### src/rtl/hnsl_score.sv
// Scoring pipeline: masked difference, per-byte bit counts, then the total mismatch count.
// Depends on nothing else.
`timescale 1ns / 1ps
`default_nettype none

module hnsl_score #(
    parameter int PATTERN_WIDTH = 64,
    parameter int COST_WIDTH = 16,
    localparam int MW = $clog2(PATTERN_WIDTH + 1)
) (
    input  wire logic                     clk,
    input  wire logic                     rst_n,
    input  wire logic                     in_valid,
    input  wire logic [PATTERN_WIDTH-1:0] sample_pat,
    input  wire logic [COST_WIDTH-1:0]    sample_cost,
    input  wire logic [PATTERN_WIDTH-1:0] query_pat,
    input  wire logic [PATTERN_WIDTH-1:0] fact_mask,
    output logic                          out_valid,
    output logic [MW-1:0]                 out_mismatch,
    output logic [COST_WIDTH-1:0]         out_cost,
    output logic                          pipe_busy
);

    localparam int NG = (PATTERN_WIDTH + 7) / 8;

    logic                     a_vld_reg;
    logic [PATTERN_WIDTH-1:0] a_diff_reg;
    logic [COST_WIDTH-1:0]    a_cost_reg;
    logic                     b_vld_reg;
    logic [3:0]               b_grp_reg [NG];
    logic [COST_WIDTH-1:0]    b_cost_reg;
    logic                     c_vld_reg;
    logic [MW-1:0]            c_mis_reg;
    logic [COST_WIDTH-1:0]    c_cost_reg;

    logic [NG*8-1:0] diff_pad;
    logic [3:0]      grp_next [NG];
    logic [MW-1:0]   mis_next;

    assign diff_pad = (NG * 8)'(a_diff_reg);

    // Each byte is counted on its own; the bytes are summed one stage later.
    always_comb
    begin
        for (int g = 0; g < NG; g++)
        begin
            grp_next[g] = '0;
            for (int k = 0; k < 8; k++)
            begin
                grp_next[g] = grp_next[g] + 4'(diff_pad[g*8+k]);
            end
        end
    end

    always_comb
    begin
        mis_next = '0;
        for (int g = 0; g < NG; g++)
        begin
            mis_next = mis_next + MW'(b_grp_reg[g]);
        end
    end

    always_ff @(posedge clk or negedge rst_n)
    begin
        if (!rst_n)
        begin
            a_vld_reg <= 1'b0;
            b_vld_reg <= 1'b0;
            c_vld_reg <= 1'b0;
        end
        else
        begin
            a_vld_reg <= in_valid;
            b_vld_reg <= a_vld_reg;
            c_vld_reg <= b_vld_reg;
        end
    end

    always_ff @(posedge clk)
    begin
        a_diff_reg <= (sample_pat ^ query_pat) & fact_mask;
        a_cost_reg <= sample_cost;
        b_grp_reg  <= grp_next;
        b_cost_reg <= a_cost_reg;
        c_mis_reg  <= mis_next;
        c_cost_reg <= b_cost_reg;
    end

    assign out_valid    = c_vld_reg;
    assign out_mismatch = c_mis_reg;
    assign out_cost     = c_cost_reg;
    assign pipe_busy    = a_vld_reg | b_vld_reg | c_vld_reg;

endmodule

`default_nettype wire

### config.mk
export PLATFORM = sky130hd
export DESIGN_NAME = hnsl_score
export DESIGN_NICKNAME = d
export VERILOG_FILES = /design/src/rtl/hnsl_score.sv
export SDC_FILE = /design/constraint.sdc
export NUM_CORES = 1
export LEC_CHECK = 0
export BUFFER_PORTS_ARGS = -buffer_cell sky130_fd_sc_hd__buf_4
export CAP_MARGIN = 10
export CORE_ASPECT_RATIO = 0.6
export CORE_MARGIN = 5
export CORE_UTILIZATION = 40
export CTS_BUF_LIST = sky130_fd_sc_hd__clkbuf_8
export CTS_CLUSTER_SIZE = 10
export DETAILED_ROUTE_END_ITERATION = 10
export PLACE_DENSITY = 0.67
export SYNTH_ARGS = -nofsm -noshare
export SYNTH_HDL_FRONTEND = slang
export SYNTH_SLANG_ARGS = --single-unit
### constraint.sdc
create_clock -name clk -period 3.85 [get_ports clk]
set_input_delay 0 -clock clk [delete_from_list [all_inputs] [get_ports clk]]
set_output_delay 0 -clock clk [all_outputs]
set_load 0.05 [all_outputs]
Word level (Yosys, flattened, before mapping) --
Cells that the tools add are included. Widths: inputs -> output; s select.
Storage, ports and cells: word-level logic and storage cells 83, input port bits 211, output and inout port bits 25, register bits 154
Operators by class: add/subtract/negate cells 63, bitwise operators 4
Operator list (count):
- $add 4x1->4 | 32
- $and 64x64->64 | 1
- $xor 64x64->64 | 1
- $add 3x1->4 | 8
- $add 7x4->7 | 4
- $add 2x1->3 | 8
- $add 1x1->2 | 8
- $add 6x4->7 | 1
- $add 5x4->6 | 1
- $add 4x4->5 | 1
- $or 1x1->1 | 2

Depth between registers and ports, before layout --
word-level depth 7, mapped depth 14, depth with buffers taken out 14

Least setup slack after synthesis --
No wires, ideal clock.
path type register -> register, start point register b_grp_reg[2] (netlist bit), end point register c_mis_reg[6], in the netlist out_mismatch[6], setup time 0.059 ns, clock period less this slack 3.369 ns, path slack 0.481 ns, arrival 3.310 ns, data required time 3.791 ns, buffers on the path 0, stages on the path, launching flop included 15, cell sequence dfxtp_1 > inv_1 > fa_1 > inv_1 > fa_1 > fa_1 > inv_1 > fa_1 > inv_1 > ha_1 > inv_1 > fa_1 > nor2b_1 > o21ai_0 > nand2b_1
Between the ends: word-level cells in the longest chain between the ends 1
Ends and longest elaborated chain:
- from (decl) | RTL line 30 | logic [3:0] b_grp_reg [NG];
- from (signal assigned) | RTL line 84 | b_grp_reg <= grp_next;
- $add 7x4->7 | RTL line 60 | mis_next = mis_next + MW'(b_grp_reg[g]);
- via mis_next[6] | RTL line 38 | logic [MW-1:0] mis_next;
- to (signal assigned) | RTL line 86 | c_mis_reg <= mis_next;
- to (decl) | RTL line 33 | logic [MW-1:0] c_mis_reg;
The timed path passes the listed nets, and every way through them passes these cells.

Worst setup path in the final report --
start point register b_grp_reg[3] (netlist bit), end point register c_mis_reg[5], in the netlist out_mismatch[5]
Same word-level chain as after synthesis.

==> Implementation_results.wiki <==
{| class="wikitable"
! Metric !! Value
|-
| Synth-to-Final Area Change || 62.5%
|-
| Number of H-tree levels || 4
|-
| Antenna-violating nets left || 0
|-
| Global-route met3 utilization || 0.0527
|-
| TritonCTS Sinks || 154
|-
| Clock transition time at the flip-flop clock pins of the worst setup and hold paths || 0.09 ns
|-
| Startpoint types || flop
|-
| Fraction of power consumed by sequential logic || 0.319
|-
| Post-synthesis simple-gate area fraction || 0.0754
|-
| Synthesized netlist cell count || between 500 and 600
|-
| Minimum period implied by the final worst setup slack || roughly 3.6 ns
|-
| Dominant register cell in the synthesized netlist || dfxtp_1
|-
| Cell area after synthesis || between 6000 and 7000 um^2
|-
| Family of cells with the greatest summed delay on the critical path || adder cells
|-
| Grt ovf || 0
|-
| Arr. time, crit path || slightly below 4 ns
|-
| Required time at the worst-slack endpoint || 4.20 ns
|-
| TritonCTS clock tree || done
|-
| Worst-Skew Late Latency || 0.43 ns
|-
| Post-Syn Nets || 818
|-
| Slew Limit Fails || 0
|-
| Worst slew slack as a fraction of its limit || 0.846
|-
| Number of flip-flops under the largest register name || 64
|-
| Post-Synth XOR/XNOR Area || 0.104
|-
| TritonCTS Buffers || 17
|-
| Complex-gate fraction of the synthesized area || 0.00986
|-
| Unique masters post-synth || 15
|-
| Met2 Use GR || 0.280
|-
| Post-route clock skew || 0.0176 ns
|-
| Fraction of the mapped netlist area in adder cells || 0.239
|-
| TritonRoute pass-1 iters || 3
|-
| Transition time at the pin with the least slew margin || ~0.23 ns
|-
| Starting utilization of the core area || 0.407
|-
| Min Hold Slack || 0.199 ns
|-
| Largest area contributor in the netlist || dfxtp_1
|-
| Final period utilization || 0.926
|-
| Path type of the worst setup path || flop to flop
|-
| Power density over the cells || 607 nW/um^2
|-
| Placement Rows || 35
|-
| Met1 track demand over resource || 0.187
|-
| Wire per inst || between 10 and 15 um
|-
| Max Clk Rate || ~280 MHz
|-
| Via Count || 4592
|-
| Maximum fanout along the worst path || 2
|-
| Average vias per placed instance || a little over 4
|-
| Kind of capture point of the worst setup path || flop
|-
| Initial antenna violation count || 0
|-
| DIE HEIGHT || between 100 and 150 um
|-
| Number of DRC markers in iteration 0 || 77
|-
| Number of top-level pins || 236
|-
| # port buffers || 235
|-
| Clock Tree Root || clkbuf_8
|-
| Antenna Cells || 0
|-
| Maximum number of pins on one net before global-route repair || 17
|-
| Most used routing layer in global routing || met2
|-
| Worst path setup slack after routing || 0.284 ns
|-
| Combinational cell fraction of total power || 0.483
|-
| Max-cap violation count || 0
|-
| Post-synthesis average cell area || 11.9 um^2
|-
| Crit path cell chain || inv_1, fa_1, inv_1, fa_1, fa_1, inv_1, fa_1, inv_1, ha_1, a21o_1, a21oi_2, xnor2_1
|-
| Area share of the largest cell type after synthesis || 0.486
|-
| Outcome || complete, no violations
|-
| Final count of hold timing violations || 0
|-
| Overall die area || 18200 um^2
|-
| Count of yosys warnings during synthesis || 0
|-
| Total routing usage reported by global routing || 0.159
|-
| Cell internal power dissipation || 3860 uW
|-
| Critical path's slowest cell || fa_1
|-
| Share of cell area taken by muxes after synthesis || 0
|-
| Switching share of total power || 0.370
|-
| Setup violators final || 0
|-
| Worst setup timing slack at the placement stage || approximately 0.28 ns
|-
| Count of buffering cells on the critical path with inverters included || 4
|-
| Placeable Area || 15300 um^2
|-
| Drt total wl || roughly 14 mm
|-
| DRC viols || 0
|-
| Final estimated routing congestion in global placement || 0.794
|-
| Number of enable flip-flop cells after synthesis || 0
|-
| Layout net count || 1219
|-
| Synth async-reset ratio || 0.0195
|-
| Crit-path max cell delay || roughly 0.59 ns
|-
| Most repeated cell in the gate-level netlist after synthesis || dfxtp_1
|-
| Buffer depth of the longest clock path || 2
|-
| Main area contributors after synthesis || dfxtp_1 49%, fa_1 18%, xor2_1 10%
|-
| Power spent charging and discharging nets || 2270 uW
|-
| Die outline width || 171 um
|-
| Largest family of logic cells by synthesized area || adder cells
|-
| TNS Setup || 0 ns
|-
| Leading cell types by count after synthesis || 151 x dfxtp_1, 121 x inv_1, 71 x xor2_1
|-
| Global-route wire length before repair || 23.0 mm
|-
| Synth Register Bits || roughly 150
|-
| Design Area, Final || 10100 um^2
|-
| Peak supply drop || about 0.64 mV
|-
| Total chip power || 6140 uW
|-
| Share of final-layout standard cells stronger than drive strength 1 || 0.287
|-
| Placed instance area || 8240 um^2
|-
| Clock Power Share || 0.198
|-
| Worst hold-check path type || primary input to flop
|-
| Share of synthesized area occupied by flip-flops and latches || 0.498
|-
| Hpwl dp || 9.94 mm
|-
| Unrepaired setup endpoints after global routing || no
|-
| Number of global-route vias before repair || 5223
|-
| Leakage Power || 0.00511 uW
|}
[metal layers]
| layer | vias up | routed length [um] |
|---|---|---|
| met5 | - | 0 |
| met4 | 0 | 218 |
| met3 | 17 | 1030 |
| met2 | 150 | 6950 |
| met1 | 2123 | 5710 |
| li1 | 2302 | - |
[layout make-up]
cell class	instances	area, um^2
Inverter	121	454
Clock buffer	17	234
Tap cell	203	254
Timing Repair Buffer	382	3240
Fill cell	1166	5170
Sequential cell	154	3100
Multi-Input combinational cell	246	2670
Clock inverter	15	166
[kinds of logic after synthesis]
kind of cell | after synthesis
flops | 154
compound gates | 11
simple gates | 75
buf+inv | 121
fa+ha+maj | 86
xor+xnor | 74
[timing repair]
item | 4_1_cts | 5_1_grt
endpoints found under the hold margin | 84 | 0
hold buffers | 147 | 0
gates resized for setup | 0 | 0
buffers inserted | 0 | 0
[stage by stage]
stage	util	std cells
6_report	0.661	1138
5_1_grt	0.661	1138
4_1_cts	0.661	1138
3_5_place_dp	0.539	959
3_3_place_gp	0.539	959
2_1_floorplan	-	521
[placed cells by master (no fill, tap or decap), drive strengths merged]
cell type / Yosys / routed
buf: 0 / 235
dfxtp: 151 / 151
dlygate4sd3: 0 / 147
inv: 121 / 125
xor2: 71 / 71
and2: 64 / 64
fa: 55 / 55
ha: 31 / 31
clkbuf: 0 / 17
nor2b: 9 / 9
a21oi: 9 / 9
clkinv: 0 / 7
xnor2: 3 / 3
dfrtp: 3 / 3
clkinvlp: 0 / 2
bufinv: 0 / 2
o21ai: 1 / 1
nand2b: 1 / 1
a21o: 1 / 1
or3: 1 / 1
[worst paths after layout]
path	from	endpoint	slack, ns	depth (start not counted)
setup / recovery	b_grp_reg[3]	out_mismatch[5]	0.28	12
hold / removal	sample_cost[5]	a_cost_reg[5]	0.20	2
setup reg to reg	b_grp_reg[3]	out_mismatch[5]	0.28	12
hold reg to reg	a_cost_reg[2]	b_cost_reg[2]	0.33	0
max in group asynchronous	rst_n	a_vld_reg	3.26	3
min in group asynchronous	rst_n	b_vld_reg	0.44	3
[power by group through the flow]
| stage | sequential, uW | clock, uW | combinational, uW |
|---|---|---|---|
| floorplan | 2110 | 0 | 1840 |
| global placement | 1990 | 0 | 2690 |
| detailed placement | 2000 | 0 | 2820 |
| CTS | 1960 | 1260 | 3020 |
| global route | 1980 | 1340 | 3510 |
| finish | 1960 | 1220 | 2960 |
(Power assumes the default switching activity.)
