### src/rtl/hnsl_ram.sv
// Generic simple dual-port RAM with one write port and a registered read port.
// Depends on nothing else.
`timescale 1ns / 1ps
`default_nettype none

module hnsl_ram #(
    parameter int WIDTH = 8,
    parameter int DEPTH = 16,
    localparam int AW = (DEPTH > 1) ? $clog2(DEPTH) : 1
) (
    input  wire logic             clk,
    input  wire logic             wr_en,
    input  wire logic [AW-1:0]    wr_addr,
    input  wire logic [WIDTH-1:0] wr_data,
    input  wire logic [AW-1:0]    rd_addr,
    output logic      [WIDTH-1:0] rd_data
);

    logic [WIDTH-1:0] mem [DEPTH];
    logic [WIDTH-1:0] rd_data_reg;

    always_ff @(posedge clk)
    begin
        if (wr_en)
        begin
            mem[wr_addr] <= wr_data;
        end
        rd_data_reg <= mem[rd_addr];
    end

    assign rd_data = rd_data_reg;

endmodule

`default_nettype wire

### config.mk
export PLATFORM = sky130hd
export DESIGN_NAME = hnsl_ram
export DESIGN_NICKNAME = d
export VERILOG_FILES = /design/src/rtl/hnsl_ram.sv
export SDC_FILE = /design/constraint.sdc
export NUM_CORES = 1
export LEC_CHECK = 0
export ABC_AREA = 1
export ABC_CLOCK_PERIOD_IN_PS = 3500
export BUFFER_PORTS_ARGS = -buffer_cell sky130_fd_sc_hd__buf_2
export CORE_ASPECT_RATIO = 0.5
export CORE_UTILIZATION = 45
export DETAILED_ROUTE_END_ITERATION = 10
export GPL_ROUTABILITY_DRIVEN = 1
export HOLD_SLACK_MARGIN = 0.02
export SLEW_MARGIN = 20
export SYNTH_ARGS = -nofsm -noshare
export SYNTH_HDL_FRONTEND = slang
export SYNTH_SLANG_ARGS = --single-unit
### constraint.sdc
create_clock -name clk -period 3.5 [get_ports clk]
set_clock_uncertainty 0.05 [all_clocks]
set_input_delay 0.525 -clock clk [delete_from_list [all_inputs] [get_ports clk]]
set_output_delay 0.525 -clock clk [all_outputs]
set_load 0.05 [all_outputs]
### Yosys cells after proc, flatten, opt, wreduce, memory -nomap -nowiden

Memories as Yosys holds them, arrays and structs flattened. A register that Yosys moved wholly into a read port is not among the register bits.
Index checks and enable logic that the tools add are counted.

* bits in writable memories: 128
* memories kept: 1
* output and inout bits: 8
* register bits: 0

Memories
* mem: depth 16, width 8, read ports 1, clocked after Yosys merged registers in 1, write ports 1, line 19 `logic [WIDTH-1:0] mem [DEPTH];`

* mux-type cells: 2

Operator list (count)
* $mux W1: 2

### Logic depth before layout (Yosys ltp)

Gate-level depths: netlist (run 1).

* word-level depth: 2
* mapped depth: 8
* gate-level depth less buffers: 7

### Worst setup path before layout (run 1)

No wires, ideal clock.

* path kind: input port to flip-flop
* from: in wr_addr[2]
* to: mem mem[10][0] (enable)
* stages on the path: 2
* setup slack: 1974 ps
* arrival: 1106 ps
* library setup time: 370 ps
* path through: nand3b_1 nor2_1

RTL lines
* start: declaration: line 13 `input wire logic [AW-1:0] wr_addr,`
* end: declaration: line 19

Straight into the memory's write port.

==> summary.txt, run 1 <==
status = finished, final reports clean
Synth Flop Type = edfxtp_1
Final TNS setup = 0 ns
GRT overflow = 0
WP buf/inv = 3
die area = 13300 sq um
Distinct cells, synth = 12
RSZ-0062 raised after global routing = false
worst hold path type = input pin to register
max reg flops = 128
GRT Overall Usage = 21.76%
Yosys reg bits = 136
CP endpoint kind = register
die width = 162.1 um
clk slew on worst S/H paths = 0.05 ns
Commonest cells post-synth = nand2_1 (173), edfxtp_1 (128), inv_1 (100)
critical path class = input pin to register
Yosys warning total = 0
Hold-fix buffers, CTS = 0
power per cell area = 581.5 nW/um^2
Crit. Startpoint = rd_addr[0]
H-tree Lvls = 4
clk root buf = clkbuf_16
Max Cap Violations = 0
GP Congestion = 0.7931
WP depth = 8
DR vias/cell = 4.953
final setup fails = 0
core box area = 12160 sq um
asr flop ratio synth = 0%
1st-iter DRT viols = 316
fmax = 0.5268 GHz
largest cells by area after synthesis = edfxtp_1 (67%), nand2_1 (11%), nand3_1 (8.4%), inv_1 (6.5%), dfxtp_1 (2.8%)
Critical R2R Capture = rd_data[4]$_DFF_P_
IR drop worst, VDD = 0.0002863 V
later-pin clock latency in the skew report = 0.41 ns
pin count of the biggest net entering global routing = 65
Final Core Density = 53.67%
Worst path top cell family by delay = buffers and inverters
Seq/Total Area, Yosys = 69.43%
HPWL after DPL = 8016 um
die height = 82.05 um
crit path launch type = input pin
post-route ant nets = 0
Resized Gates After CTS = 0
number of synthesized flops with an enable pin = 128
Inserted Diodes = 0
Hold Slack = 0.4319 ns
Arrival @ worst endpoint = 2.15 ns
period utilization = 54.24%
CP dominant cell by count = nand3_1
Slew HR = 44.67%
port bufs = 25
CP Capture Point = rd_data[2]$_DFF_P_
Post-CTS Setup Inserts = 0
DR WL/cell = 17.73 um
post-synth net total = 569
Cells after DPL = 720
Max FO, Critical Path = 64
biggest area consumer among synthesized cells = edfxtp_1
Slew @ Worst Pin = 0.8268 ns
TritonRoute pass-1 iters = 4
drt drc = 0
Cells after Synth = 551
TritonCTS Buffers = 17
Finished Layout Cells = 752
Pins Over Slew Limit = 0
Post-Route WL = 13330 um
clk sinks = 136
most common cell in the synthesized netlist = nand2_1
clk buf depth = 2
Core Rows = 28
wire length on met1 = 6622 um
post-layout min period = 1.898 ns
DR WL met3 = 890 um
Critical Path Slowest Stage Cell = buf_4
top-area cell type share of the netlist area = 66.65%
layout cells sized above 1 = 9.540%
worst reg-to-reg path cell count = 6
final hold vios = 0
CTS tree = done
synthesized cell area = 5767 sq um
vias in the first global route = 3431
initial antenna violation count = 0
flop2flop setup slack = 2.35 ns
via count = 3725
P&R area growth vs syn = 13.15%
CP Cell Sequence = buf_2 > inv_2 > buf_4 > nand2_1 > nand3_1 > nand3_1 > nand3_1 > nand2_1
Lkg Pwr = 0.002811 uW
DR top layer = met4
Final nets = 592
R2R Path Start = mem[6][4]$_DFFE_PP_
Ports = 26
max incr delay on CP = 0.55 ns
met2 WL = 5629 um
first-pass GRT wire length = 20040 um
synthesized area per cell = 10.47 sq um
Crit path required time = 3.75 ns
Starting Density = 47.44%
[worst min-delay path: stages]
cell	delay, ns
buf_2	0.17
nand3_1	0.10
nand2_1	0.04
[metal layers]
metal / up-vias / GRT usage (%)
met5: - / 0
met4: 0 / 8.302
met3: 16 / 5.556
met2: 125 / 30.99
met1: 1768 / 31.86
li1: 1816 / -
[cell families after synthesis]
| logic type | Yosys count | share of synthesized area, % |
|---|---|---|
| buffers and inverters | 126 | 9.525 |
| and+or+nand+nor | 289 | 21.05 |
| DFF | 136 | 69.43 |
[per-stage QoR]
step | worst slack, ns | area (sq um) | total power [uW]
5_1_grt | 1.450 | 6525 | 3902
3_3_place_gp | 1.233 | 5954 | 2117
4_1_cts | 1.661 | 6525 | 3807
6_report | 1.602 | 6525 | 3794
2_1_floorplan | 1.974 | 5767 | 2029
3_5_place_dp | 1.230 | 5954 | 2119
[layout by cell type, fill, tap and decap left out]
| cell | count |
|---|---|
| inv_1 | 100 |
| bufinv_16 | 1 |
| clkinv_2 | 2 |
| buf_4 | 3 |
| clkbuf_16 | 17 |
| nand3b_1 | 2 |
| nand2_1 | 173 |
| nand3_1 | 97 |
| buf_2 | 25 |
| nor2_1 | 17 |
| inv_2 | 2 |
| edfxtp_1 | 128 |
| dfxtp_1 | 8 |
| clkbuf_8 | 6 |
| clkbuf_1 | 6 |
[where the power goes]
group	switching [uW]	leakage [uW]	internal [uW]
logic	196	0.00131	58.3
clock network	618	0.000282	1090
registers	10.9	0.00122	1820
[worst min path at each step]
stage                               from            endpoint  slack (ns)  cells after the start
floorplan           mem[10][0]$_DFFE_PP_  rd_data[0]$_DFF_P_        0.56                      6
global placement    mem[12][2]$_DFFE_PP_  rd_data[2]$_DFF_P_        0.62                      6
detailed placement  mem[12][2]$_DFFE_PP_  rd_data[2]$_DFF_P_        0.61                      6
CTS                           rd_addr[3]  rd_data[2]$_DFF_P_        0.42                      3
global route                  rd_addr[3]  rd_data[0]$_DFF_P_        0.43                      3
finish                        rd_addr[3]  rd_data[2]$_DFF_P_        0.43                      3
[final cells by class]
| class | instances | area, sq um |
|---|---|---|
| multi-input combinational | 289 | 1214 |
| fill | 1038 | 5632 |
| clock buffer | 29 | 530.5 |
| sequential | 136 | 4004 |
| timing repair buffer | 28 | 147.6 |
| inverter | 102 | 382.9 |
| clock inverter | 3 | 40.04 |
| tap | 165 | 206.4 |
No activity file was read; power rests on OpenSTA's default activity.
==> run 2: changes to the inputs <==
Settings changed: ABC_CLOCK_PERIOD_IN_PS 3500 to 1600.
Clock period 3.5 ns to 1.6 ns, I/O delays scaled along.
==> summary.txt, run 2 (synthesis results as in run 1) <==
Arrival @ worst endpoint = 1.12 ns (-1.03 ns)
drt drc = 0 (unchanged)
Slew @ Worst Pin = 0.3789 ns (-0.4479 ns)
Pins Over Slew Limit = 0 (unchanged)
clk sinks = 136 (unchanged)
Crit path required time = 1.31 ns (-2.44 ns)
port bufs = 25 (unchanged)
vias in the first global route = 3702 (+7.9%)
core box area = 12160 sq um (unchanged)
worst hold path type = input pin to register
Hold Crit Endpoint = mem[2][4]$_DFFE_PP_
P&R area growth vs syn = 17.94%
CTS tree = done
final instance area = 6802 sq um (+4.2%)
Ports = 26 (unchanged)
worst reg-to-reg path cell count = 6 (unchanged)
final setup fails = 0 (unchanged)
most frequent cells in the layout = nand2_1 (173), edfxtp_1 (128), inv_1 (100)
Critical Path Slowest Stage Cell = dfxtp_1
final hold vios = 0 (unchanged)
clk slew on worst S/H paths = 0.06 ns (about the same)
HPWL after DPL = 8489 um (+5.9%)
WP buf/inv = 1 (-2)
Critical R2R Capture = rd_data[7]$_DFF_P_
clk root buf = clkbuf_16
Starting Density = 47.44% (unchanged)
Final nets = 617 (+4.2%)
pin count of the biggest net entering global routing = 37 (-43%)
Placed Area = 6192 sq um (+4.0%)
Core Rows = 28 (unchanged)
initial antenna violation count = 1 (+1)
power per cell area = 1266 nW/um^2 (+120%)
R2R Path Start = mem[1][7]$_DFFE_PP_
clk buf depth = 2 (unchanged)
flop2flop setup slack = 0.43 ns (-1.92 ns)
RSZ-0062 raised after global routing = false
Post-Route WL = 14000 um (+5.0%)
Max FO, Critical Path = 1 (-98%)
DR WL/cell = 17.99 um (+1.5%)
commonest non-fill, non-tap cell in the layout = nand2_1
Max Cap Violations = 0 (unchanged)
critical path class = register to primary output
Slew HR = 74.74% (+30 points)
Final TNS setup = 0 ns (unchanged)
first-pass GRT wire length = 21260 um (+6.1%)
Hold-fix buffers, CTS = 0 (unchanged)
layout cells sized above 1 = 14.05% (+4.5 points)
Worst Hold Depth = 1 (-2)
max incr delay on CP = 0.41 ns (-0.14 ns)
later-pin clock latency in the skew report = 0.42 ns (about the same)
status = finished, final reports clean
GRT Overall Usage = 23.27% (+1.5 points)
crit path launch type = register
FF/Latch Area = 4004 sq um (unchanged)
Lkg Pwr = 0.002969 uW (+5.6%)
IR drop worst, VDD = 0.0005376 V (+88%)
post-layout min period = 1.413 ns
CP endpoint kind = primary output
Multi-input gate area = 1214 sq um (unchanged)
period utilization = 88.29%
GP Congestion = 0.8265 (+4.2%)
Worst path top cell family by delay = flip-flops
FILL cells = 998 (-3.9%)
1st-iter DRT viols = 402 (+27%)
TritonRoute pass-1 iters = 4 (unchanged)
CP Cell Sequence = buf_2
die area = 13300 sq um (unchanged)
H-tree Lvls = 4 (unchanged)
max reg flops = 128 (unchanged)
die height = 82.05 um (unchanged)
die width = 162.1 um (unchanged)
hold wc startpoint = wr_data[4]
via count = 3849 (+3.3%)
WP depth = 1 (-7)
TritonCTS Buffers = 17 (unchanged)
Post-CTS Setup Inserts = 0 (unchanged)
DR vias/cell = 4.947 (-0.12%)
fmax = 0.7079 GHz
Final Core Density = 55.95% (+2.3 points)
Resized Gates After CTS = 0 (unchanged)
GRT overflow = 0 (unchanged)
post-route ant nets = 0 (unchanged)
==> run 2: cell type report <==
| cell class | count | area share, % |
|---|---|---|
| multi-input cells | 289 | 17.84 |
| diodes | 1 | 0.03679 |
| clock buffers | 20 | 6.714 |
| clock inverters | 12 | 2.208 |
| flip-flops and latches | 136 | 58.87 |
| inverters | 102 | 5.629 |
| repair buffers | 53 | 5.666 |
| well taps | 165 | 3.035 |
==> run 2: metal layers <==
layer  share of wire, %  global-route usage [%]
met5                  0                       0
met4                1.6                   10.38
met3                6.4                   6.212
met2                 45                   36.44
met1                 47                   30.84
==> run 2: worst max-delay path by stage <==
| stage | startpoint | to | slack [ns] |
|---|---|---|---|
| 6_report | rd_data[0]$_DFF_P_ | rd_data[0] | 0.19 |
| 5_1_grt | rd_data[0]$_DFF_P_ | rd_data[0] | 0.18 |
| 4_1_cts | rd_data[0]$_DFF_P_ | rd_data[0] | 0.18 |
| 3_5_place_dp | rd_addr[0] | rd_data[7]$_DFF_P_ | 0.21 |
| 3_3_place_gp | rd_addr[0] | rd_data[7]$_DFF_P_ | 0.21 |
| 2_1_floorplan | wr_addr[2] | mem[10][0]$_DFFE_PP_ | 0.36 |
==> run 2: power by group <==
group	total [uW]	leakage [uW]	switching (uW)	internal, uW
combinational	601	0.00145	437	164
clock	3990	0.000292	1470	2520
sequential	4010	0.00122	30.5	3980
total	8610	0.00297	1940	6670
==> run 2: stage by stage <==
step	power [uW]	hold slack [ns]	setup WS (ns)	instances
after floorplan	4439	0.2889	0.3592	551
after global placement	4677	0.5912	0.2145	745
after detailed placement	4682	0.6135	0.2145	745
after CTS	8638	0.1930	0.1797	777
after global routing	8831	0.1979	0.1814	777
final	8609	0.1931	0.1873	778
==> run 3: changes to the inputs <==
Settings changed: ABC_CLOCK_PERIOD_IN_PS 1600 to 1200.
Clock period 1.6 ns to 1.2 ns, I/O delays scaled along.
==> summary.txt, run 3 (synthesis results as in run 1) <==
Slew @ Worst Pin = 0.4030 ns (+0.02409 ns)
GP Congestion = 0.8016 (-3.0%)
Cells after DPL = 748 (+0.40%)
met2 Use GR = 34.42% (-2.0 points)
Inserted Diodes = 0 (-1)
die area = 13300 sq um (unchanged)
core box area = 12160 sq um (unchanged)
Placed Area = 6240 sq um (+0.77%)
P&R area growth vs syn = 18.59%
max reg flops = 128 (unchanged)
Ports = 26 (unchanged)
period utilization = 98.49%
Power Total = 11100 uW (+29%)
CP Cell Sequence = buf_6
CTS tree = done
Lkg Pwr = 0.002983 uW (+0.46%)
Post-Route WL = 13490 um (-3.6%)
Post-CTS Setup Inserts = 0 (unchanged)
DR WL/cell = 17.29 um (-3.9%)
critical path class = register to primary output
Crit path required time = 0.97 ns (-0.34 ns)
worst hold path type = input pin to register
Max Cap Violations = 0 (unchanged)
Finished Layout Cells = 780 (+0.26%)
Worst path top cell family by delay = flip-flops
final instance area = 6839 sq um (+0.55%)
Starting Density = 47.44% (unchanged)
GRT Overall Usage = 22.30% (-0.98 points)
GRT met1 Usage = 30.91% (+0.069 points)
Hold-fix buffers, CTS = 0 (unchanged)
Final TNS setup = 0 ns (unchanged)
Critical Path Slowest Stage Cell = dfxtp_2
commonest non-fill, non-tap cell in the layout = nand2_1
vias in the first global route = 3621 (-2.2%)
power per cell area = 1624 nW/um^2 (+28%)
clk buf depth = 2 (unchanged)
Core Rows = 28 (unchanged)
post-route ant nets = 0 (unchanged)
TritonRoute pass-1 iters = 5 (+1)
post-layout min period = 1.182 ns
1st-iter DRT viols = 424 (+5.5%)
crit path launch type = register
initial antenna violation count = 0 (-1)
status = finished, final reports clean
via count = 3882 (+0.86%)
max incr delay on CP = 0.37 ns (-0.04 ns)
WP buf/inv = 1 (unchanged)
final hold vios = 0 (unchanged)
RSZ-0062 raised after global routing = false
HPWL after DPL = 8337 um (-1.8%)
fmax = 0.8461 GHz
Pins Over Slew Limit = 0 (unchanged)
Final nets = 620 (+0.49%)
later-pin clock latency in the skew report = 0.42 ns (about the same)
Slew HR = 73.13% (-1.6 points)
die height = 82.05 um (unchanged)
TritonCTS Buffers = 17 (unchanged)
most frequent cells in the layout = nand2_1 (173), edfxtp_1 (128), inv_1 (100)
clk slew on worst S/H paths = 0.06 ns (about the same)
Arrival @ worst endpoint = 0.95 ns (-0.17 ns)
final setup fails = 0 (unchanged)
layout cells sized above 1 = 14.47% (+0.42 points)
GR peak layer = met2
clk sinks = 136 (unchanged)
drt drc = 0 (unchanged)
port bufs = 25 (unchanged)
Resized Gates After CTS = 12 (+12)
Max FO, Critical Path = 1 (unchanged)
H-tree Lvls = 4 (unchanged)
first-pass GRT wire length = 20440 um (-3.9%)
DR vias/cell = 4.977 (+0.60%)
GR Layer Usage met3 = 4.899% (-1.3 points)
clk root buf = clkbuf_16
IR drop worst, VDD = 0.0008936 V (+66%)
CP endpoint kind = primary output
pin count of the biggest net entering global routing = 59 (+59%)
GRT overflow = 0 (unchanged)
die width = 162.1 um (unchanged)
-- run 3: per-stage QoR --
| step | hold WS [ns] | utilization (%) | setup WS [ns] |
|---|---|---|---|
| after floorplan | 0.2289 | - | 0.01916 |
| after global placement | 0.5565 | 51.33 | -0.2158 |
| after detailed placement | 0.5584 | 51.33 | -0.2261 |
| after CTS | 0.1248 | 56.22 | 0.002578 |
| after global routing | 0.1427 | 56.26 | 0.008261 |
| final | 0.1285 | 56.26 | 0.01809 |
-- run 3: routing by layer --
| layer | share of wire (%) | vias to the layer above |
|---|---|---|
| met5 | 0 | - |
| met3 | 7.8 | 17 |
| met4 | 1.4 | 0 |
| met2 | 45 | 136 |
| li1 | - | 1877 |
| met1 | 46 | 1852 |
-- run 3: path summary, 6_finish.rpt --
path	start	to	slack, ns	cells past startpoint
setup reg to reg	mem[5][1]$_DFFE_PP_	rd_data[1]$_DFF_P_	0.09	6
setup / recovery	rd_data[0]$_DFF_P_	rd_data[0]	0.02	1
hold / removal	wr_data[3]	mem[2][3]$_DFFE_PP_	0.13	1
hold reg to reg	mem[14][7]$_DFFE_PP_	rd_data[7]$_DFF_P_	0.62	6
-- run 3: where the power goes --
part,leakage (uW),total [uW],internal (uW),switching (uW)
logic,0.00149,844,261,583
clock network,0.000271,4910,3010,1890
registers,0.00122,5350,5310,39.4
total,0.00298,11100,8590,2520
-- run 3: worst reg2reg max path: cells and delay by family, from the launching register on --
kind	cells	cell delay, ns
buf+inv	1	0.06
flops	1	0.36
simple gates	5	0.54
-- run 3: area by class of cell --
type | count | area (sq um)
fillers | 1027 | 5318
flip-flops and latches | 136 | 4006
multi-input cells | 289 | 1214
repair buffers | 56 | 467.9
clock buffers | 17 | 425.4
inverters | 102 | 382.9
well taps | 165 | 206.4
clock inverters | 15 | 136.4
