--- config.mk ---
export PLATFORM = sky130hd
export DESIGN_NAME = hnsl_div
export DESIGN_NICKNAME = d
export VERILOG_FILES = /design/src/rtl/hnsl_pkg.sv /design/src/rtl/hnsl_div.sv
export SDC_FILE = /design/constraint.sdc
export NUM_CORES = 1
export LEC_CHECK = 0
export BUFFER_PORTS_ARGS = -buffer_cell sky130_fd_sc_hd__buf_2
export CORE_MARGIN = 1
export CORE_UTILIZATION = 52
export DETAILED_ROUTE_END_ITERATION = 8
export HOLD_SLACK_MARGIN = 0.06
export PLACE_DENSITY = 0.88
export SYNTH_ARGS = -nofsm -noshare
export SYNTH_HDL_FRONTEND = slang
export SYNTH_SLANG_ARGS = --single-unit
--- constraint.sdc ---
create_clock -name clk -period 2.6 [get_ports clk]
set_clock_uncertainty 0.05 [all_clocks]
set_input_delay 0.13 -clock clk [delete_from_list [all_inputs] [get_ports clk]]
set_output_delay 0.13 -clock clk [all_outputs]
set_load 0.005 [all_outputs]
--- src/rtl/hnsl_pkg.sv ---
// Shared types and constants for the Hamming nearest-sample lookup block.
// Used by the top level and hnsl_div in rtl/ and by the bench; depends on nothing else.
`timescale 1ns / 1ps
`default_nettype none

package hnsl_pkg;

    // Default sizes of the sample table.
    localparam int TABLE_DEPTH_DEF   = 1024;
    localparam int PATTERN_WIDTH_DEF = 64;
    localparam int COST_WIDTH_DEF    = 16;

    // Fixed field widths of the streams and registers.
    localparam int IDX_W      = 10;
    localparam int IN_PAT_W   = 64;
    localparam int IN_COST_W  = 16;
    localparam int FACT_W     = 7;
    localparam int MULT_W     = 10;
    localparam int SHIFT_W    = 16;
    localparam int OUT_W      = 32;
    localparam int CFG_IDX_W  = 8;
    localparam int CFG_DATA_W = 16;

    // Command codes carried in the input tuser.
    localparam logic CMD_LOAD  = 1'b0;
    localparam logic CMD_QUERY = 1'b1;

    // Configuration register indexes.
    localparam logic [CFG_IDX_W-1:0] CFG_FACT_COUNT      = 8'd0;
    localparam logic [CFG_IDX_W-1:0] CFG_COST_MULTIPLIER = 8'd1;
    localparam logic [CFG_IDX_W-1:0] CFG_COST_SHIFT      = 8'd2;
    localparam logic [CFG_IDX_W-1:0] CFG_NONZERO_OFF_GOAL = 8'd3;

    // Saturation limits of the result.
    localparam logic signed [63:0] INT32_MAX_C = 64'sd2147483647;
    localparam logic signed [63:0] INT32_MIN_C = -64'sd2147483648;

    typedef enum logic [2:0] {
        ST_CLEAR,
        ST_IDLE,
        ST_SCAN,
        ST_DRAIN,
        ST_MUL,
        ST_DSTART,
        ST_DIV,
        ST_FINISH
    } hnsl_state_t;

    // Status of the iterative divider.
    typedef struct packed {
        logic busy;
        logic done;
    } div_stat_t;

endpackage

`default_nettype wire

--- src/rtl/hnsl_div.sv ---
// Unsigned restoring divider that produces one quotient bit per cycle.
// Depends on hnsl_pkg for the status struct.
`timescale 1ns / 1ps
`default_nettype none

module hnsl_div #(
    parameter int NW = 8,
    parameter int DW = 4,
    localparam int SCW = $clog2(NW + 1)
) (
    input  wire logic                  clk,
    input  wire logic                  rst_n,
    input  wire logic                  start,
    input  wire logic [NW-1:0]         dividend,
    input  wire logic [DW-1:0]         divisor,
    output logic      [NW-1:0]         quotient,
    output hnsl_pkg::div_stat_t        stat
);

    logic [DW:0]     rem_reg;
    logic [NW-1:0]   quo_reg;
    logic [DW-1:0]   dvs_reg;
    logic [SCW-1:0]  step_reg;
    logic            busy_reg;
    logic            done_reg;

    logic [DW:0] rem_sh;
    logic [DW:0] rem_diff;
    logic        fits;

    assign rem_sh   = {rem_reg[DW-1:0], quo_reg[NW-1]};
    assign rem_diff = rem_sh - {1'b0, dvs_reg};
    assign fits     = rem_sh >= {1'b0, dvs_reg};

    always_ff @(posedge clk or negedge rst_n)
    begin
        if (!rst_n)
        begin
            busy_reg <= 1'b0;
            done_reg <= 1'b0;
            step_reg <= '0;
        end
        else
        begin
            done_reg <= 1'b0;
            if (start)
            begin
                busy_reg <= 1'b1;
                step_reg <= '0;
            end
            else if (busy_reg)
            begin
                step_reg <= step_reg + 1'b1;
                if (step_reg == SCW'(NW - 1))
                begin
                    busy_reg <= 1'b0;
                    done_reg <= 1'b1;
                end
            end
        end
    end

    always_ff @(posedge clk)
    begin
        if (start)
        begin
            rem_reg <= '0;
            quo_reg <= dividend;
            dvs_reg <= divisor;
        end
        else if (busy_reg)
        begin
            rem_reg <= fits ? rem_diff : rem_sh;
            quo_reg <= {quo_reg[NW-2:0], fits};
        end
    end

    assign quotient  = quo_reg;
    assign stat.busy = busy_reg;
    assign stat.done = done_reg;

endmodule

`default_nettype wire

==> Word-level counts from Yosys, hierarchy flattened <==
Index checks and enable logic that the tools add are counted.
{ "totals": {"input_bits": 15, "regBits": 22, "out_inout_bits": 10, "wordCells": 22} }
{ "classes": {"n_addsub": 2, "n_lt_le_gt_ge": 1, "reduce_logical": 1, "eq_ne": 1, "n_mux": 11} }
{ "op_table": {"columns": ["op", "count"], "rows": [
  ["2-to-1 mux 8 bit", 2],
  ["2-to-1 mux 4 bit", 3],
  ["2-to-1 mux 1 bit", 6],
  ["greater-or-equal comparator 5 x 4 -> 1 bit", 1],
  ["adder 4 x 1 -> 4 bit, second input constant", 1],
  ["equality test 4 x 3 -> 1 bit, second input constant", 1],
  ["subtractor 4 bit", 1],
  ["nonzero test 2 bit", 1]
]} }

==> Longest topological paths before layout <==
Gate-level depths: netlist (run 1).
{ "depth": {"word_depth": 4, "mapped_depth": 6} }

==> Worst setup path after synthesis (run 1) <==
Ideal clock, no wire load.
{ "synth_path": {"kind": "register -> register", "startpoint": "register dvs_reg[1]", "endpoint": "register quo_reg[0], in the netlist quotient[0] (data pin)", "setup_slack_ns": 0.738, "required_ns": 2.290, "path_stages_with_launch": 7, "arrival_ns": 1.552, "path_cell_list": "edfxtp_1 > inv_1 > ha_1 > nor2b_1 > o221a_4 > or2_4 > mux2_2"} }
{ "synth_via": {"elab_chain_len": 3} }
{ "synth_rtl": {"columns": ["element", "line_no", "source"], "rows": [
  ["start, declared", "hnsl_div.sv:22", "logic [DW-1:0] dvs_reg;"],
  ["start signal, assigned", "hnsl_div.sv:69", "dvs_reg <= divisor;"],
  ["greater-or-equal comparator 5 x 4 -> 1 bit", "hnsl_div.sv:33", "assign fits = rem_sh >= {1'b0, dvs_reg};"],
  ["2-to-1 mux 8 bit", "hnsl_div.sv:71", "else if (busy_reg)"],
  ["2-to-1 mux 8 bit", "hnsl_div.sv:65", "if (start)"],
  ["end signal, assigned", "hnsl_div.sv:68", "quo_reg <= dividend;"],
  ["end signal, assigned", "hnsl_div.sv:74", "quo_reg <= {quo_reg[NW-2:0], fits};"],
  ["end, declared", "hnsl_div.sv:21", "logic [NW-1:0] quo_reg;"]
]} }
Every way passes these cells. The select of a mux whose other input is x is not followed.
A chain may end at the register's enable or synchronous reset.

==> Final worst setup path (run 1) <==
Ends and elaborated chain as after synthesis.

==> qor.txt, run 1 <==
Detailed Place HPWL -> 1224 µm
grt ovf -> 0
r2r startpoint -> dvs_reg[1]
outcome -> complete, no violations
register area share after synthesis -> 54.44%
FF+latch area -> 590.6 µm²
number of global-route vias before repair -> 648
Hold Crit Start -> dividend[1]
reg2reg end -> quotient[0]
clk slew on worst S/H paths -> 110 ps
YS warnings -> 0
1st-iter DRT viols -> 17
Root Driver -> clkbuf_4
Antenna Diode Count -> 0
RSZ-0062 raised after global routing -> no
area post-placement -> 1212 µm²
Primary FF master, synth -> edfxtp_1
antenna violations before repair -> 0
setup TNS -> 0 ps
area grow syn2layout -> 20.65%
#FFs+latches synth -> 22
PortBufs -> 24
Worst setup EP type -> register
minimum clock period -> 1927 ps
Clk pwr share -> 18.8%
WP data required -> 2610 ps
Hold Path End -> quotient[1]
max-cap violations -> 0
Net Sw Frac -> 28.91%
Setup CP Type -> reg -> reg
cell area after synthesis -> 1085 µm²
max-slew violations -> 0
leakage power figure -> 0.0005833 µW
final worst path period share -> 74.11%
Fin. Hold Viols -> 0
Filler cells -> 151
GPL Wtd Cong -> 0.7568
clk sinks -> 22
Mapped Avg Cell Area -> 12.61 µm²
Max-slew headroom -> 66.68%
core area -> 1962 µm²
max reg flops -> 8
share of cells above drive strength 1 -> 35.65%
commonest non-fill, non-tap cell in the layout -> buf_2
EDFF count, synth -> 12
Fmax -> 519.0 MHz
Final Net Count -> 137
WL final -> 1782 µm
post-cts sizing count -> 0
reg-to-reg slack, setup -> 670 ps
R2R cell count -> 6
Ports -> 25
total CTS buffers -> 3
CTS tree -> yes
clock latency at the later pin of the worst-skew pair -> 290 ps
crit path DAT -> 1940 ps
final number of setup-violating endpoints -> 0
Combinational Power Share -> 31.7%
H-Tree Depth -> 1
starting density of the core -> 55.29%
antenna viol nets, final -> 0
Slew @ Worst Pin -> 499.7 ps
largest net degree at the start of global routing -> 25
ys async rst share -> 27.27%
cell count after synthesis -> 86
number of remaining DRC errors -> 0
Finished Cell Area -> 1309 µm²
Longest Clk Path Bufs -> 2
Worst setup SP type -> register
Hold Path Cell Cnt -> 2
die width -> 47.68 µm
synthesized net count -> 107
PwrDens -> 731.4 nW/µm²
Multi-input gate area -> 445.4 µm²
worst hold-check path type -> in -> reg
site row count -> 16
gr usage total -> 17.76%
Internal -> 680.5 µW
wire per inst -> 12.55 µm
Die Y -> 47.68 µm
Worst Path Max Fanout -> 5
first-pass GRT wire length -> 2753 µm
Vias -> 726
Psw -> 276.8 µW
worst vdd ir -> 0.0004745 V
synth unique cells -> 32
register share of total power -> 49.4%
commonest cells after routing, fill and taps aside -> buf_2, edfxtp_1, mux2_2
die area -> 2273 µm²
Via-to-Cell Ratio -> 5.113
drt first pass iters -> 4
-- through the flow --
step	worst slack (ps)	util [%]	hold slack, ps	std cells	power (µW)
after floorplan	737.6	-	-215.6	86	693.8
after global placement	709.2	61.80	-95.96	132	765.5
after detailed placement	682.2	61.80	-94.39	132	777.5
after CTS	659.1	66.20	66.46	141	964.9
after global routing	603.6	66.71	61.60	142	1020
final	673.2	66.71	81.76	142	957.3
-- layer usage --
metal / track usage (%) / routed length, µm
met1: 24.57 / 854
met2: 27.12 / 849
met3: 3.396 / 63
met4: 8.333 / 14
met5: 0 / 0
-- synthesized netlist by cell type (2+ instances only) --
master	n	area, µm²
nor4b_1	2	17.52
dfrtp_1	6	150.1
xor2_1	3	26.28
nor2b_1	3	18.77
o21bai_1	2	15.01
nand4_1	2	12.51
clkbuf_1	2	7.510
edfxtp_1	12	360.4
inv_1	6	22.52
buf_4	2	15.01
nand2_1	3	11.26
nor2_1	6	22.52
o21ai_0	2	10.01
dfxtp_1	4	80.08
mux2_2	8	90.09
o22ai_1	2	12.51
ha_1	5	62.56
a311oi_1	2	17.52
-- layout make-up --
type | count | share of cell area [%]
Sequential cell | 22 | 45.12
Clock buffer | 4 | 2.772
Tap cell | 27 | 2.581
Timing Repair Buffer | 30 | 13.77
Multi-Input combinational cell | 53 | 34.03
Inverter | 6 | 1.721
-- critical path, cell delays in order, from the launching register on --
cell	delay [ps]
edfxtp_1	430
inv_1	70
ha_1	230
nor2b_1	150
o221a_4	260
or2_4	250
mux2_2	260
-- worst max-delay path by stage --
stage | start | endpoint | slack (ps) | depth (start not counted)
2_1_floorplan | dvs_reg[1] | quotient[0] | 740 | 6
3_3_place_gp | dvs_reg[1] | quotient[0] | 710 | 6
3_5_place_dp | dvs_reg[1] | quotient[0] | 680 | 6
4_1_cts | dvs_reg[1] | quotient[0] | 660 | 6
5_1_grt | dvs_reg[1] | quotient[0] | 600 | 6
6_report | dvs_reg[1] | quotient[0] | 670 | 6
-- kinds of logic (layout without fill, tap and decap cells) --
family	Yosys count	in the layout	synth area share (%)
AOI/OAI and AO/OA	12	12	9.228
xor gates and xnor gates	4	4	3.230
adders and majority gates	6	6	7.613
buffers and inverters	11	40	4.498
and+or+nand+nor	22	22	11.77
DFF	22	22	54.44
muxes	9	9	9.228
-- power groups by stage --
stage | Clock (µW) | Combinational, µW | Sequential (µW)
global route | 200 | 338 | 482
floorplan | 0 | 219 | 474
global placement | 0 | 286 | 479
detailed placement | 0 | 297 | 480
finish | 180 | 304 | 473
CTS | 187 | 305 | 473
-- repair_timing --
item                                   4_1_cts  5_1_grt
endpoints found under the hold margin       10        1
hold buffers                                 5        1
setup buffers                                0        0
Power figures use the tool's default switching activity.
==> inputs of run 2 (changes only) <==
Settings changed: ABC_AREA set to 1.
Clock period 2.6 ns to 1.8 ns, I/O delays scaled along.
==> qor.txt, run 2 <==
outcome -> complete, no violations
H-Tree Depth -> 1 (unchanged)
Worst setup EP type -> register
YS warnings -> 0 (unchanged)
largest net degree at the start of global routing -> 16 (-36%)
Mapped Avg Cell Area -> 9.274 µm² (-26%)
Fin. Hold Viols -> 0 (unchanged)
cell count after synthesis -> 119 (+38%)
Root Driver -> clkbuf_4
wire per inst -> 13.15 µm (+4.8%)
Crit-path slowest cell -> fa_1
max reg flops -> 8 (unchanged)
setup TNS -> 0 ps (unchanged)
top cells by count, synth -> nand2_1, inv_1, edfxtp_1
GRT met1 Usage -> 29.02% (+4.5 points)
Detailed Place HPWL -> 1555 µm (+27%)
non-filler cells, final -> 182 (+28%)
Antenna Diode Count -> 0 (unchanged)
Max-slew headroom -> 75.15% (+8.5 points)
top-count cell post-synth -> nand2_1
area grow syn2layout -> 25.96%
Synth top area share -> 32.65% (-0.56 points)
critical-path cell list -> inv_1, ha_1, fa_1, xor2_1, nand2_1, nand3_1, nand2_1
antenna violations before repair -> 0 (unchanged)
synthesized net count -> 140 (+31%)
final number of setup-violating endpoints -> 0 (unchanged)
worst vdd ir -> 0.0007917 V (+67%)
Final Net Count -> 177 (+29%)
max-cap violations -> 0 (unchanged)
first-pass GRT wire length -> 3795 µm (+38%)
hold slack final -> 71.92 ps (-9.842 ps)
gr busiest metal -> met2
Ports -> 25 (unchanged)
GPL Wtd Cong -> 0.8908 (+18%)
commonest cells after routing, fill and taps aside -> nand2_1, buf_2, inv_1
drt first pass iters -> 4 (unchanged)
Worst Path Max Fanout -> 2 (-3)
WL final -> 2394 µm (+34%)
antenna viol nets, final -> 0 (unchanged)
die area -> 2310 µm² (+1.6%)
die width -> 48.07 µm (+0.82%)
Slew @ Worst Pin -> 372.3 ps (-127.4 ps)
synth unique cells -> 27 (-16%)
Fmax -> 649.3 MHz (+25%)
R2R cell count -> 7 (+1)
total CTS buffers -> 3 (unchanged)
register area share after synthesis -> 53.51% (-0.93 points)
1st-iter DRT viols -> 21 (+4)
clk slew on worst S/H paths -> 110 ps (about the same)
minimum clock period -> 1540 ps (-386.6 ps)
leakage power figure -> 0.0006929 µW (+19%)
clk sinks -> 22 (unchanged)
RSZ-0062 raised after global routing -> no
number of remaining DRC errors -> 0 (unchanged)
number of global-route vias before repair -> 900 (+39%)
most used cell, CP -> nand2_1
Global Route met3 Usage -> 6.415% (+3.0 points)
Longest Clk Path Bufs -> 2 (unchanged)
ys async rst share -> 27.27% (unchanged)
commonest non-fill, non-tap cell in the layout -> nand2_1
CTS tree -> yes
ranking of synthesized cells by area -> edfxtp_1, dfrtp_1, nand2_1
WP data required -> 1960 ps (-650 ps)
grt ovf -> 0 (unchanged)
max-slew violations -> 0 (unchanged)
#FFs+latches synth -> 22 (unchanged)
PortBufs -> 24 (unchanged)
Primary FF master, synth -> edfxtp_1
site row count -> 16 (unchanged)
post-cts sizing count -> 0 (unchanged)
Via-to-Cell Ratio -> 5.000 (-2.2%)
cell area after synthesis -> 1104 µm² (+1.7%)
Vias -> 910 (+25%)
worst hold-check path type -> in -> async
crit path DAT -> 1700 ps (-240 ps)
global routing met2 resource utilization -> 43.51% (+16 points)
PwrDens -> 1034 nW/µm² (+41%)
core area -> 1982 µm² (+1.0%)
dpl cells -> 166 (+26%)
Core Util, Final -> 70.14% (+3.4 points)
gr usage total -> 24.82% (+7.1 points)
Setup CP Type -> reg -> reg
EDFF count, synth -> 12 (unchanged)
delay of the slowest critical-path stage -> 390 ps (-40 ps)
Worst setup SP type -> register
Synth area leader -> edfxtp_1
final worst path period share -> 85.57% (+11 points)
share of cells above drive strength 1 -> 23.23% (-12 points)
starting density of the core -> 55.68% (+0.39 points)
Die Y -> 48.07 µm (+0.82%)
clock latency at the later pin of the worst-skew pair -> 300 ps (about the same)
==> run 2: cell types whose count changed after synthesis, sizes merged, moves of 4 or more <==
cell   change
inv        +9
nand3      +7
nor3       +4
mux2       -8
nand2     +39
==> run 2: what timing repair did <==
item,CTS,global route
setup endpoints to repair,0,0
hold buffers,12,0
buffers inserted,0,0
endpoints found under the hold margin,17,0
==> run 2: per-stage QoR <==
step	power, µW	instance area [µm²]	setup slack [ps]
5_1_grt	1537	1390	158.9
2_1_floorplan	1021	1104	382.8
3_5_place_dp	1153	1234	283.5
4_1_cts	1433	1390	251.1
6_report	1437	1390	259.8
3_3_place_gp	1122	1234	329.3
==> run 2: cells by family after synthesis <==
logic type | Yosys count | share of synthesized area, %
buf+inv | 19 | 7.255
xor+xnor | 1 | 0.7938
simple gates | 64 | 27.66
compound gates | 7 | 3.288
flops | 22 | 53.52
fa+ha+maj | 6 | 7.483
==> run 2: final cells by class <==
type | count | area, µm²
Fill cell | 125 | 591.8
Sequential cell | 22 | 590.6
Tap cell | 27 | 33.78
Timing Repair Buffer | 36 | 240.2
Multi-Input combinational cell | 78 | 432.9
Inverter | 15 | 56.30
Clock buffer | 4 | 36.28
==> run 2: final timing paths <==
kind	from	to	slack, ps
worst max-delay path	quotient[7]	rem_reg[2]	260
min in group clk	dividend[0]	quotient[0]	110
worst min-delay path	rst_n	step_reg[2]	70
worst min register to register	rem_reg[3]	rem_reg[3]	430
worst max register to register	quotient[7]	rem_reg[2]	260
max in group asynchronous	rst_n	step_reg[0]	1490
==> run 2: worst max-delay path: cells and delay by family (launching register included) <==
family	cells	cell delay, ps
fa+ha+maj	2	610
flops	1	360
simple gates	3	200
xor+xnor	1	170
buf+inv	1	60
==> run 2: power breakdown <==
| group | internal [µW] | switching, µW |
|---|---|---|
| Clock | 123 | 142 |
| Combinational | 216 | 285 |
| Sequential | 618 | 53.6 |
==> run 2: layer usage <==
layer,vias to the layer above,share of wire [%]
met5,-,0
met4,0,0.50
met3,2,4.7
met2,27,53
met1,424,41
li1,457,-
==> inputs of run 3 (changes only) <==
Settings changed: PLACE_DENSITY 0.88 to 0.81, SETUP_SLACK_MARGIN set to 0.15.
==> qor.txt, run 3 (synthesis results as in run 2) <==
site row count -> 16 (unchanged)
Final Net Count -> 177 (unchanged)
FF+latch area -> 590.6 µm² (unchanged)
reg2reg end -> quotient[0]
Slew @ Worst Pin -> 382.3 ps (+9.977 ps)
Setup CP Type -> reg -> reg
leakage power figure -> 0.0006929 µW (unchanged)
commonest non-fill, non-tap cell in the layout -> nand2_1
max-slew violations -> 0 (unchanged)
r2r startpoint -> dvs_reg[2]
Longest Clk Path Bufs -> 2 (unchanged)
Fin. Hold Viols -> 0 (unchanged)
crit path from -> dvs_reg[2]
Fmax -> 669.4 MHz (+3.1%)
first-pass GRT wire length -> 3657 µm (-3.6%)
CTS tree -> yes
worst hold-check path type -> in -> async
area grow syn2layout -> 25.96% (unchanged)
clock latency at the later pin of the worst-skew pair -> 320 ps (+20 ps)
R2R cell count -> 6 (-1)
clk sinks -> 22 (unchanged)
Detailed Place HPWL -> 1488 µm (-4.3%)
outcome -> complete, no violations
Combinational Power Share -> 33.7% (-1.1 points)
worst vdd ir -> 0.0006675 V (-16%)
Psw -> 483.7 µW (+0.72%)
1st-iter DRT viols -> 28 (+33%)
post-layout total power -> 1439 µW (+0.10%)
reg-to-reg slack, setup -> 310 ps (+50 ps)
clk slew on worst S/H paths -> 130 ps (+20 ps)
WL final -> 2371 µm (-0.96%)
share of cells above drive strength 1 -> 23.23% (unchanged)
minimum clock period -> 1494 ps (-46.38 ps)
Worst setup EP type -> register
die width -> 48.07 µm (unchanged)
setup TNS -> 0 ps (unchanged)
drt first pass iters -> 4 (unchanged)
starting density of the core -> 55.68% (unchanged)
number of remaining DRC errors -> 0 (unchanged)
Ports -> 25 (unchanged)
PwrDens -> 1035 nW/µm² (+0.10%)
total CTS buffers -> 3 (unchanged)
crit path DAT -> 1500 ps (-200 ps)
die area -> 2310 µm² (unchanged)
Worst Path Max Fanout -> 6 (+4)
max-cap violations -> 0 (unchanged)
GPL Wtd Cong -> 0.8522 (-4.3%)
post-cts sizing count -> 0 (unchanged)
register share of total power -> 46.7% (about the same)
Antenna Diode Count -> 0 (unchanged)
Root Driver -> clkbuf_4
Net Sw Frac -> 33.62% (+0.21 points)
Clk pwr share -> 19.6% (+1.1 points)
Die Y -> 48.07 µm (unchanged)
antenna viol nets, final -> 0 (unchanged)
commonest cells after routing, fill and taps aside -> nand2_1, buf_2, inv_1
max reg flops -> 8 (unchanged)
WP data required -> 1810 ps (-150 ps)
Via-to-Cell Ratio -> 5.093 (+1.9%)
PortBufs -> 24 (unchanged)
largest net degree at the start of global routing -> 16 (unchanged)
grt ovf -> 0 (unchanged)
Worst setup SP type -> register
number of global-route vias before repair -> 856 (-4.9%)
Multi-input gate area -> 432.9 µm² (unchanged)
wire per inst -> 13.03 µm (-0.96%)
final worst path period share -> 82.99% (-2.6 points)
Internal -> 955.0 µW (-0.21%)
Max-slew headroom -> 74.49% (-0.67 points)
Vias -> 927 (+1.9%)
core area -> 1982 µm² (unchanged)
H-Tree Depth -> 1 (unchanged)
antenna violations before repair -> 0 (unchanged)
RSZ-0062 raised after global routing -> no
Filler cells -> 144 (+15%)
final number of setup-violating endpoints -> 0 (unchanged)
gr usage total -> 24.41% (-0.41 points)
## run 3: cell counts in the layout (fill, tap and decap cells not counted)
No cell type changed its count.
## run 3: how the worst max path moves through the flow
stage | cells after the start | endpoint | slack, ps
after detailed placement | 7 | rem_reg[2] | 310
after floorplan | 7 | rem_reg[2] | 380
after global routing | 8 | rem_reg[0] | 190
final | 6 | quotient[0] | 310
after CTS | 7 | rem_reg[2] | 300
after global placement | 7 | rem_reg[2] | 310
## run 3: area by class of cell
type                    instances  share of cell area [%]
flip-flops and latches         22                   42.48
multi-input cells              78                   31.14
repair buffers                 36                   17.28
inverters                      15                   4.050
clock buffers                   4                   2.610
well taps                      27                   2.430
## run 3: power groups by stage
stage          Clock (µW)  Sequential, µW  Combinational (µW)
5_1_grt               296             681                 549
3_5_place_dp            0             679                 460
6_report              281             672                 485
4_1_cts               276             669                 480
2_1_floorplan           0             669                 351
3_3_place_gp            0             675                 450
## run 3: worst max-delay path, cell delays in order (launching register included)
cell and delay [ps]:
edfxtp_1 340, inv_1 40, ha_1 320, a21oi_1 180, nand2_1 110, nand2_4 100
a31oi_1 90
## run 3: per-layer routing
metal	GRT usage [%]	vias to the layer above	wire, µm
met2	42.70	35	1236
met4	10.00	0	44
li1	-	453	-
met5	0	-	0
met1	30.17	434	978
met3	3.396	5	112
## run 3: metrics by stage
| stage | util (%) | std cells | worst slack (ps) | hold WS, ps | cell area (µm²) |
|---|---|---|---|---|---|
| finish | 70.14 | 182 | 306.2 | 51.46 | 1390 |
| global route | 70.14 | 182 | 185.6 | 77.08 | 1390 |
| CTS | 70.14 | 182 | 299.6 | 62.80 | 1390 |
| detailed placement | 62.25 | 166 | 311.3 | -132.4 | 1234 |
| global placement | 62.25 | 166 | 314.9 | -135.2 | 1234 |
| floorplan | - | 119 | 382.8 | -255.6 | 1104 |
## run 3: repair_timing
action / in CTS / in global routing
hold endpoints to repair: 17 / 0
buffers inserted: 0 / 0
hold buffers: 12 / 0
